File: src/sv/cisc_pkg.sv
package cisc_pkg;

    typedef enum logic [1:0] {
        CMD_START = 2'd0,
        CMD_READ  = 2'd1,
        CMD_ACK   = 2'd2
    } t_cmd;

    typedef enum logic [2:0] {
        PH_FETCH = 3'd0,
        PH_IMM1  = 3'd1,
        PH_IMM2  = 3'd2,
        PH_DATA  = 3'd3,
        PH_CB    = 3'd4,
        PH_WR1   = 3'd5,
        PH_WR2   = 3'd6
    } t_phase;

    localparam logic [1:0] KIND_READ  = 2'd0;
    localparam logic [1:0] KIND_WRITE = 2'd1;
    localparam logic [1:0] KIND_FAULT = 2'd2;

    localparam logic [7:0] OP_NOP      = 8'h00;
    localparam logic [7:0] OP_INC_C    = 8'h0c;
    localparam logic [7:0] OP_LD_C_D8  = 8'h0e;
    localparam logic [7:0] OP_RRCA     = 8'h0f;
    localparam logic [7:0] OP_LD_DE    = 8'h11;
    localparam logic [7:0] OP_LD_A_DE  = 8'h1a;
    localparam logic [7:0] OP_JR_NZ    = 8'h20;
    localparam logic [7:0] OP_LD_HL    = 8'h21;
    localparam logic [7:0] OP_LD_SP    = 8'h31;
    localparam logic [7:0] OP_LD_HLD_A = 8'h32;
    localparam logic [7:0] OP_LD_A_D8  = 8'h3e;
    localparam logic [7:0] OP_LD_HL_A  = 8'h77;
    localparam logic [7:0] OP_XOR_A    = 8'haf;
    localparam logic [7:0] OP_PREFIX   = 8'hcb;
    localparam logic [7:0] OP_CALL     = 8'hcd;
    localparam logic [7:0] OP_LDH_A8_A = 8'he0;
    localparam logic [7:0] OP_LD_C_A   = 8'he2;

    localparam logic [7:0] CB_SLA_B    = 8'h20;
    localparam logic [7:0] CB_BIT7_H   = 8'h7c;

    localparam logic [7:0] HIGH_PAGE   = 8'hFF;

    typedef struct packed {
        logic [1:0] command;
        logic [7:0] read_data;
    } t_in;

    typedef struct packed {
        logic [1:0]  access_kind;
        logic [15:0] bus_address;
        logic [7:0]  write_byte;
        logic [15:0] out_af;
        logic [15:0] out_bc;
        logic [15:0] out_de;
        logic [15:0] out_hl;
        logic [15:0] out_sp;
        logic [15:0] out_pc;
    } t_out;

    // Flags are Z N H C from bit 3 down to bit 0.
    typedef struct packed {
        logic [7:0]  a;
        logic [3:0]  f;
        logic [15:0] bc;
        logic [15:0] de;
        logic [15:0] hl;
        logic [15:0] sp;
        logic [15:0] pc;
        t_phase      phase;
        logic [7:0]  opcode;
        logic [7:0]  op_lo;
        logic [7:0]  op_hi;
        logic        fault;
    } t_core;

endpackage

File: src/sv/cisc_step.sv
module cisc_step
    import cisc_pkg::*;
(
    input  t_core i_cur,
    input  t_in   i_req,
    output t_core o_nxt
);

    logic [7:0] v_d;
    logic [7:0] v_b;
    logic [7:0] v_r;
    logic [7:0] v_c;

    always_comb begin
        v_d   = i_req.read_data;
        v_b   = i_cur.bc[15:8];
        v_r   = {v_b[6:0], 1'b0};
        v_c   = i_cur.bc[7:0] + 8'd1;
        o_nxt = i_cur;
        if (!i_cur.fault) begin
            case (i_req.command)
                CMD_START: begin
                    o_nxt.phase = PH_FETCH;
                end
                CMD_READ: begin
                    case (i_cur.phase)
                        PH_IMM1: begin
                            o_nxt.pc    = i_cur.pc + 16'd1;
                            o_nxt.op_lo = v_d;
                            o_nxt.phase = PH_FETCH;
                            case (i_cur.opcode)
                                OP_LD_C_D8: o_nxt.bc[7:0] = v_d;
                                OP_LD_A_D8: o_nxt.a = v_d;
                                OP_JR_NZ: begin
                                    if (!i_cur.f[3]) begin
                                        o_nxt.pc = i_cur.pc + 16'd1 + {{8{v_d[7]}}, v_d};
                                    end
                                end
                                OP_LDH_A8_A: o_nxt.phase = PH_WR1;
                                default: o_nxt.phase = PH_IMM2;
                            endcase
                        end
                        PH_IMM2: begin
                            o_nxt.pc    = i_cur.pc + 16'd1;
                            o_nxt.op_hi = v_d;
                            o_nxt.phase = PH_FETCH;
                            case (i_cur.opcode)
                                OP_LD_DE: o_nxt.de = {v_d, i_cur.op_lo};
                                OP_LD_HL: o_nxt.hl = {v_d, i_cur.op_lo};
                                OP_LD_SP: o_nxt.sp = {v_d, i_cur.op_lo};
                                default: begin
                                    o_nxt.sp    = i_cur.sp - 16'd1;
                                    o_nxt.phase = PH_WR1;
                                end
                            endcase
                        end
                        PH_DATA: begin
                            o_nxt.a     = v_d;
                            o_nxt.phase = PH_FETCH;
                        end
                        PH_CB: begin
                            o_nxt.pc    = i_cur.pc + 16'd1;
                            o_nxt.phase = PH_FETCH;
                            if (v_d == CB_SLA_B) begin
                                o_nxt.bc[15:8] = v_r;
                                o_nxt.f        = {v_r == 8'd0, 1'b0, 1'b0, v_b[7]};
                            end else if (v_d == CB_BIT7_H) begin
                                o_nxt.f = {~i_cur.hl[15], 1'b0, 1'b1, i_cur.f[0]};
                            end else begin
                                o_nxt.fault = 1'b1;
                            end
                        end
                        PH_WR1, PH_WR2: begin
                            o_nxt = i_cur;
                        end
                        default: begin
                            o_nxt.pc     = i_cur.pc + 16'd1;
                            o_nxt.opcode = v_d;
                            o_nxt.phase  = PH_FETCH;
                            case (v_d)
                                OP_NOP: o_nxt.phase = PH_FETCH;
                                OP_INC_C: begin
                                    o_nxt.bc[7:0] = v_c;
                                    o_nxt.f = {v_c == 8'd0, 1'b0,
                                               i_cur.bc[3:0] == 4'hF, i_cur.f[0]};
                                end
                                OP_LD_C_D8, OP_LD_A_D8, OP_JR_NZ, OP_LDH_A8_A,
                                OP_LD_DE, OP_LD_HL, OP_LD_SP, OP_CALL: begin
                                    o_nxt.phase = PH_IMM1;
                                end
                                OP_LD_A_DE: o_nxt.phase = PH_DATA;
                                OP_LD_HLD_A, OP_LD_HL_A, OP_LD_C_A: begin
                                    o_nxt.phase = PH_WR1;
                                end
                                OP_XOR_A: begin
                                    o_nxt.a = 8'd0;
                                    o_nxt.f = 4'b1000;
                                end
                                OP_RRCA: begin
                                    o_nxt.a = {i_cur.a[0], i_cur.a[7:1]};
                                    o_nxt.f = {3'b000, i_cur.a[0]};
                                end
                                OP_PREFIX: o_nxt.phase = PH_CB;
                                default: o_nxt.fault = 1'b1;
                            endcase
                        end
                    endcase
                end
                CMD_ACK: begin
                    if (i_cur.phase == PH_WR1) begin
                        o_nxt.phase = PH_FETCH;
                        if (i_cur.opcode == OP_LD_HLD_A) begin
                            o_nxt.hl = i_cur.hl - 16'd1;
                        end else if (i_cur.opcode == OP_CALL) begin
                            o_nxt.sp    = i_cur.sp - 16'd1;
                            o_nxt.phase = PH_WR2;
                        end
                    end else if (i_cur.phase == PH_WR2) begin
                        o_nxt.pc    = {i_cur.op_hi, i_cur.op_lo};
                        o_nxt.phase = PH_FETCH;
                    end
                end
                default: begin
                    o_nxt = i_cur;
                end
            endcase
        end
    end

endmodule

File: src/sv/cpu_instruction_subset_core_unit.sv
// An 8-bit CPU core that runs a subset of its instruction set over a byte bus.
// The input channel carries one bus event per request: a start command, a byte
// returned for the last read, or a write acknowledge. The output channel
// carries one answer per request: the next bus access (read, write, or fault)
// and the register pairs after the event.
// Each request updates the core state in the cycle it is accepted, and its
// answer is valid in the output register on the following cycle; one request
// can be taken every cycle while the receiver takes each answer. The decode
// and execute logic lies combinationally between the state registers and the
// output register.
// Reset clears the core state and output valid, returns the core to opcode
// fetch, and clears the fault. An unknown opcode latches a fault until reset.
// When the receiver stalls, the answer waits in the output register and the
// input ready drops until that answer is taken; ready follows the receiver's
// ready in the same cycle, so a full register empties and refills at once.
module cpu_instruction_subset_core_unit
    import cisc_pkg::*;
(
    input  logic i_clk,
    input  logic i_rst_n,
    input  logic i_in_valid,
    output logic o_in_ready,
    input  t_in  i_in_data,
    output logic o_out_valid,
    input  logic i_out_ready,
    output t_out o_out_data
);

    t_core r_core;
    t_core n_core;
    logic  r_out_valid;
    t_out  r_out_data;
    t_out  n_out_data;
    logic  w_take;

    cisc_step u_step (
        .i_cur (r_core),
        .i_req (i_in_data),
        .o_nxt (n_core)
    );

    assign o_in_ready  = !r_out_valid || i_out_ready;
    assign w_take      = i_in_valid && o_in_ready;
    assign o_out_valid = r_out_valid;
    assign o_out_data  = r_out_data;

    always_comb begin
        n_out_data.access_kind = KIND_READ;
        n_out_data.bus_address = n_core.pc;
        n_out_data.write_byte  = 8'd0;
        n_out_data.out_af      = {n_core.a, n_core.f, 4'b0000};
        n_out_data.out_bc      = n_core.bc;
        n_out_data.out_de      = n_core.de;
        n_out_data.out_hl      = n_core.hl;
        n_out_data.out_sp      = n_core.sp;
        n_out_data.out_pc      = n_core.pc;
        if (n_core.fault) begin
            n_out_data.access_kind = KIND_FAULT;
        end else if (n_core.phase == PH_DATA) begin
            n_out_data.bus_address = n_core.de;
        end else if (n_core.phase == PH_WR1 || n_core.phase == PH_WR2) begin
            n_out_data.access_kind = KIND_WRITE;
            n_out_data.write_byte  = n_core.a;
            case (n_core.opcode)
                OP_LD_HLD_A, OP_LD_HL_A: n_out_data.bus_address = n_core.hl;
                OP_LDH_A8_A: n_out_data.bus_address = {HIGH_PAGE, n_core.op_lo};
                OP_LD_C_A:   n_out_data.bus_address = {HIGH_PAGE, n_core.bc[7:0]};
                default: begin
                    n_out_data.bus_address = n_core.sp;
                    n_out_data.write_byte  = (n_core.phase == PH_WR1) ?
                                             n_core.pc[15:8] : n_core.pc[7:0];
                end
            endcase
        end
    end

    always_ff @(posedge i_clk) begin
        if (!i_rst_n) begin
            r_core      <= '0;
            r_out_valid <= 1'b0;
        end else begin
            if (w_take) begin
                r_core      <= n_core;
                r_out_valid <= 1'b1;
            end else if (i_out_ready) begin
                r_out_valid <= 1'b0;
            end
        end
    end

    always_ff @(posedge i_clk) begin
        if (w_take) begin
            r_out_data <= n_out_data;
        end
    end

endmodule

File: config.mk
export PLATFORM = sky130hd
export DESIGN_NAME = cpu_instruction_subset_core_unit
export DESIGN_NICKNAME = d
export VERILOG_FILES = /design/src/sv/cisc_pkg.sv /design/src/sv/cisc_step.sv /design/src/sv/cpu_instruction_subset_core_unit.sv
export SDC_FILE = /design/constraint.sdc
export NUM_CORES = 1
export LEC_CHECK = 0
export ABC_CLOCK_PERIOD_IN_PS = 5400
export BUFFER_PORTS_ARGS = -buffer_cell sky130_fd_sc_hd__buf_4
export CORE_ASPECT_RATIO = 0.8
export CORE_MARGIN = 1
export CORE_UTILIZATION = 55
export CTS_CLUSTER_SIZE = 12
export DETAILED_ROUTE_END_ITERATION = 16
export PLACE_DENSITY_LB_ADDON = 0.1
export REMOVE_ABC_BUFFERS = 1
export SETUP_SLACK_MARGIN = 0.5
export SLEW_MARGIN = 10
export SYNTH_ARGS = -nofsm -noshare
export SYNTH_HDL_FRONTEND = slang
export SYNTH_SLANG_ARGS = --single-unit
File: constraint.sdc
create_clock -name i_clk -period 5.4 [get_ports i_clk]
set_input_delay 1.08 -clock i_clk [delete_from_list [all_inputs] [get_ports i_clk]]
set_output_delay 1.08 -clock i_clk [all_outputs]
set_load 0.05 [all_outputs]
==> out/qor.csv <==
metric,value,unit
final worst setup slack,1.081,ns
WP data required,5.65,ns
ys flop type,dfxtp_1,
drc violations,0,
FILL cells,2265,
Final setup viols,0,
Worst setup SP type,flip-flop,
Ys Warns,0,
worst-path cell chain,nand4_1 > nor4_1 > xor2_1 > ha_1 > a21o_1 > a2111oi_0 > nand3_1 > a41oi_1 > xnor2_1 > a21boi_0 > o221ai_1,
Mapped Avg Cell Area,8.573,µm²
sequential share of the synthesized area,40.86,%
largest net degree at the start of global routing,147,
placed cell areas,15860,µm²
post-cts sizing count,0,
Slew @ Worst Pin,1.042,ns
Post-synth EDFFs,118,
r2r startpoint,r_core[30],
Synth Register Bits,239,
Post-DRT Antenna Nets,0,
LEAKAGE,6.450,nW
Slew Limit Fails,0,
Slowest Stage Delay on Critical Path,0.77,ns
RSZ-0062 raised after global routing,false,
grt ovf,0,
# nets final,1821,
"setup slack, reg-to-reg",1.08,ns
H-tree levels,1,
"Reg clk slew, reported paths",0.06,ns
hold buffers post-CTS,0,
WL final,51600,µm
CTS Sinks,239,
Post-DP HPWL,36230,µm
Iteration-0 DRC Markers,2384,
first-pass GRT wire length,77980,µm
worst r2r dst,o_out_data[116],
synthesized instance count,1703,
die footprint,27200,µm²
status,"complete, no violations",
layout cells sized above 1,15.24,%
Vias/cell,6.757,
WL/cell,24.00,µm
hold-critical path depth,2,
Chip Height,147.7,µm
Peak Freq,0.2315,GHz
asr flop ratio synth,0,%
Worst Hold End,r_core[110],
Num CTS Buffers,26,
routability cong.,0.9625,
synthesis-to-finish area growth,14.00,%
Worst Path Arrival,4.57,ns
Netlist cell types,102,
final worst path period share,79.98,%
CTS tree,done,
cell area after synthesis,14600,µm²
TritonRoute pass-1 iters,5,
antenna violations before repair,1,
Crit-path slowest cell,a21boi_0,
root buf cell,clkbuf_16,
Design Power,4.958,mW
port buffer count,133,
Hold Crit Class,reg -> reg,
vias in the first global route,12880,
crit-path max FO,8,
Reg2Reg Depth,11,
max-cap viol count,0,
Slew Limit Headroom,30.55,%
width of the die,184.2,µm
final-report hold violation count,0,
postcts setup bufs,0,
initial core utilization,56.81,%
min-delay src,r_core[110],
DP Worst Slack,0.9045,ns
Core Area,25700,µm²
Top-Level Pins,138,
Final Skew,0.01698,ns
routed vias,14530,
clk buf depth,3,
Core Rows,52,
Final min period,4.319,ns
Global Route Usage Sum,37.38,%
Peak supply drop,0.2496,mV
CP endpoint kind,flip-flop,
Crit Path Class,reg -> reg,
PD cells,297.9,nW/µm²
Worst-Skew Late Latency,0.56,ns
post-route cell area,16640,µm²
"Core Util, Final",64.76,%
[flip-flops by register name, summed over array words and instances, names as in the netlist]
| register | cells |
|---|---|
| o_out_data | 118 |
| o_out_valid | 1 |
| r_core | 120 |
[per-layer routing]
| layer | global-route usage (%) | share of wire, % |
|---|---|---|
| met5 | 0 | 0 |
| met4 | 12.08 | 3.4 |
| met3 | 8.968 | 14 |
| met2 | 52.48 | 41 |
| met1 | 55.86 | 42 |
[cell usage in the layout, fill, tap and decap left out, types with 70 or more instances in the layout]
cell / count
nor2_1: 201
nand2_1: 180
buf_4: 171
dfxtp_1: 121
edfxtp_1: 118
a21oi_1: 116
inv_1: 75
o21ai_0: 73
nor3_1: 70
a211oi_1: 70
[how the worst max path moves through the flow]
| stage | from | to | slack (ns) | depth (start not counted) |
|---|---|---|---|---|
| floorplan | i_out_ready | r_core[100] | -2.83 | 5 |
| global placement | i_in_data[9] | o_out_data[98] | 1.02 | 12 |
| detailed placement | i_in_data[1] | o_out_data[98] | 0.90 | 11 |
| CTS | r_core[30] | o_out_data[116] | 1.16 | 11 |
| global route | r_core[30] | o_out_data[100] | 0.76 | 12 |
| finish | r_core[30] | o_out_data[116] | 1.08 | 11 |
[area by class of cell]
class                   instances  area [µm²]  share of cell area (%)
multi-input cells            1260        7821                   47.00
flip-flops and latches        239        5966                   35.85
repair buffers                173        1324                   7.954
clock buffers                  38       725.7                   4.361
well taps                     351       439.2                   2.639
inverters                      80       309.0                   1.857
clock inverters                 8       55.05                  0.3308
diodes                          1       2.502                 0.01504
[worst max-delay path: cells and delay by family, from the launching register on]
kind                     cells  cell delay (ns)
XOR/XNOR                     2             0.47
AND/OR/NAND/NOR              3             0.80
AO/OA/AOI/OAI                5             1.87
adder cells (fa/ha/maj)      1             0.35
flip-flops                   1             0.50
[synthesized netlist by cell type, drive strengths merged, types with 18 or more instances]
library cell    n  share of area (%)
edfxtp        118                 24
a221oi         21                1.5
nor3           74                2.8
a211oi         70                3.6
clkbuf         90                2.3
inv            79                2.0
buf            37                1.4
mux2           21                1.6
nand3          40                1.4
nand2         182                4.7
xnor2          21                1.3
nor2          202                5.2
a31oi          18               0.77
ha             26                2.2
o21ai          74                2.5
o211ai         19               0.98
a21oi         121                4.3
dfxtp         121                 17
nor4           19               0.92
[power breakdown]
part	leakage [nW]	internal (mW)	switching [mW]
Sequential	2.18	2.04	0.105
Clock	0.381	0.931	0.749
Combinational	3.89	0.332	0.807
Total	6.45	3.30	1.66
[logic make-up after synthesis]
kind of cell | after synthesis | synth area share (%)
xor+xnor | 33 | 2.031
mux | 33 | 2.468
buf+inv | 207 | 5.751
simple gates | 658 | 21.99
flops | 239 | 40.86
fa+ha+maj | 27 | 2.365
other cells | 1 | 0.02569
compound gates | 505 | 24.50
[per-stage QoR]
stage | hold slack, ns | setup TNS (ns) | std cells
2_1_floorplan | 0.4074 | -442.35 | 1579
3_3_place_gp | 0.4156 | 0 | 2103
3_5_place_dp | 0.4218 | 0 | 2103
4_1_cts | 0.4536 | 0 | 2149
5_1_grt | 0.4744 | 0 | 2149
6_report | 0.4515 | 0 | 2150
(Power assumes the default switching activity.)
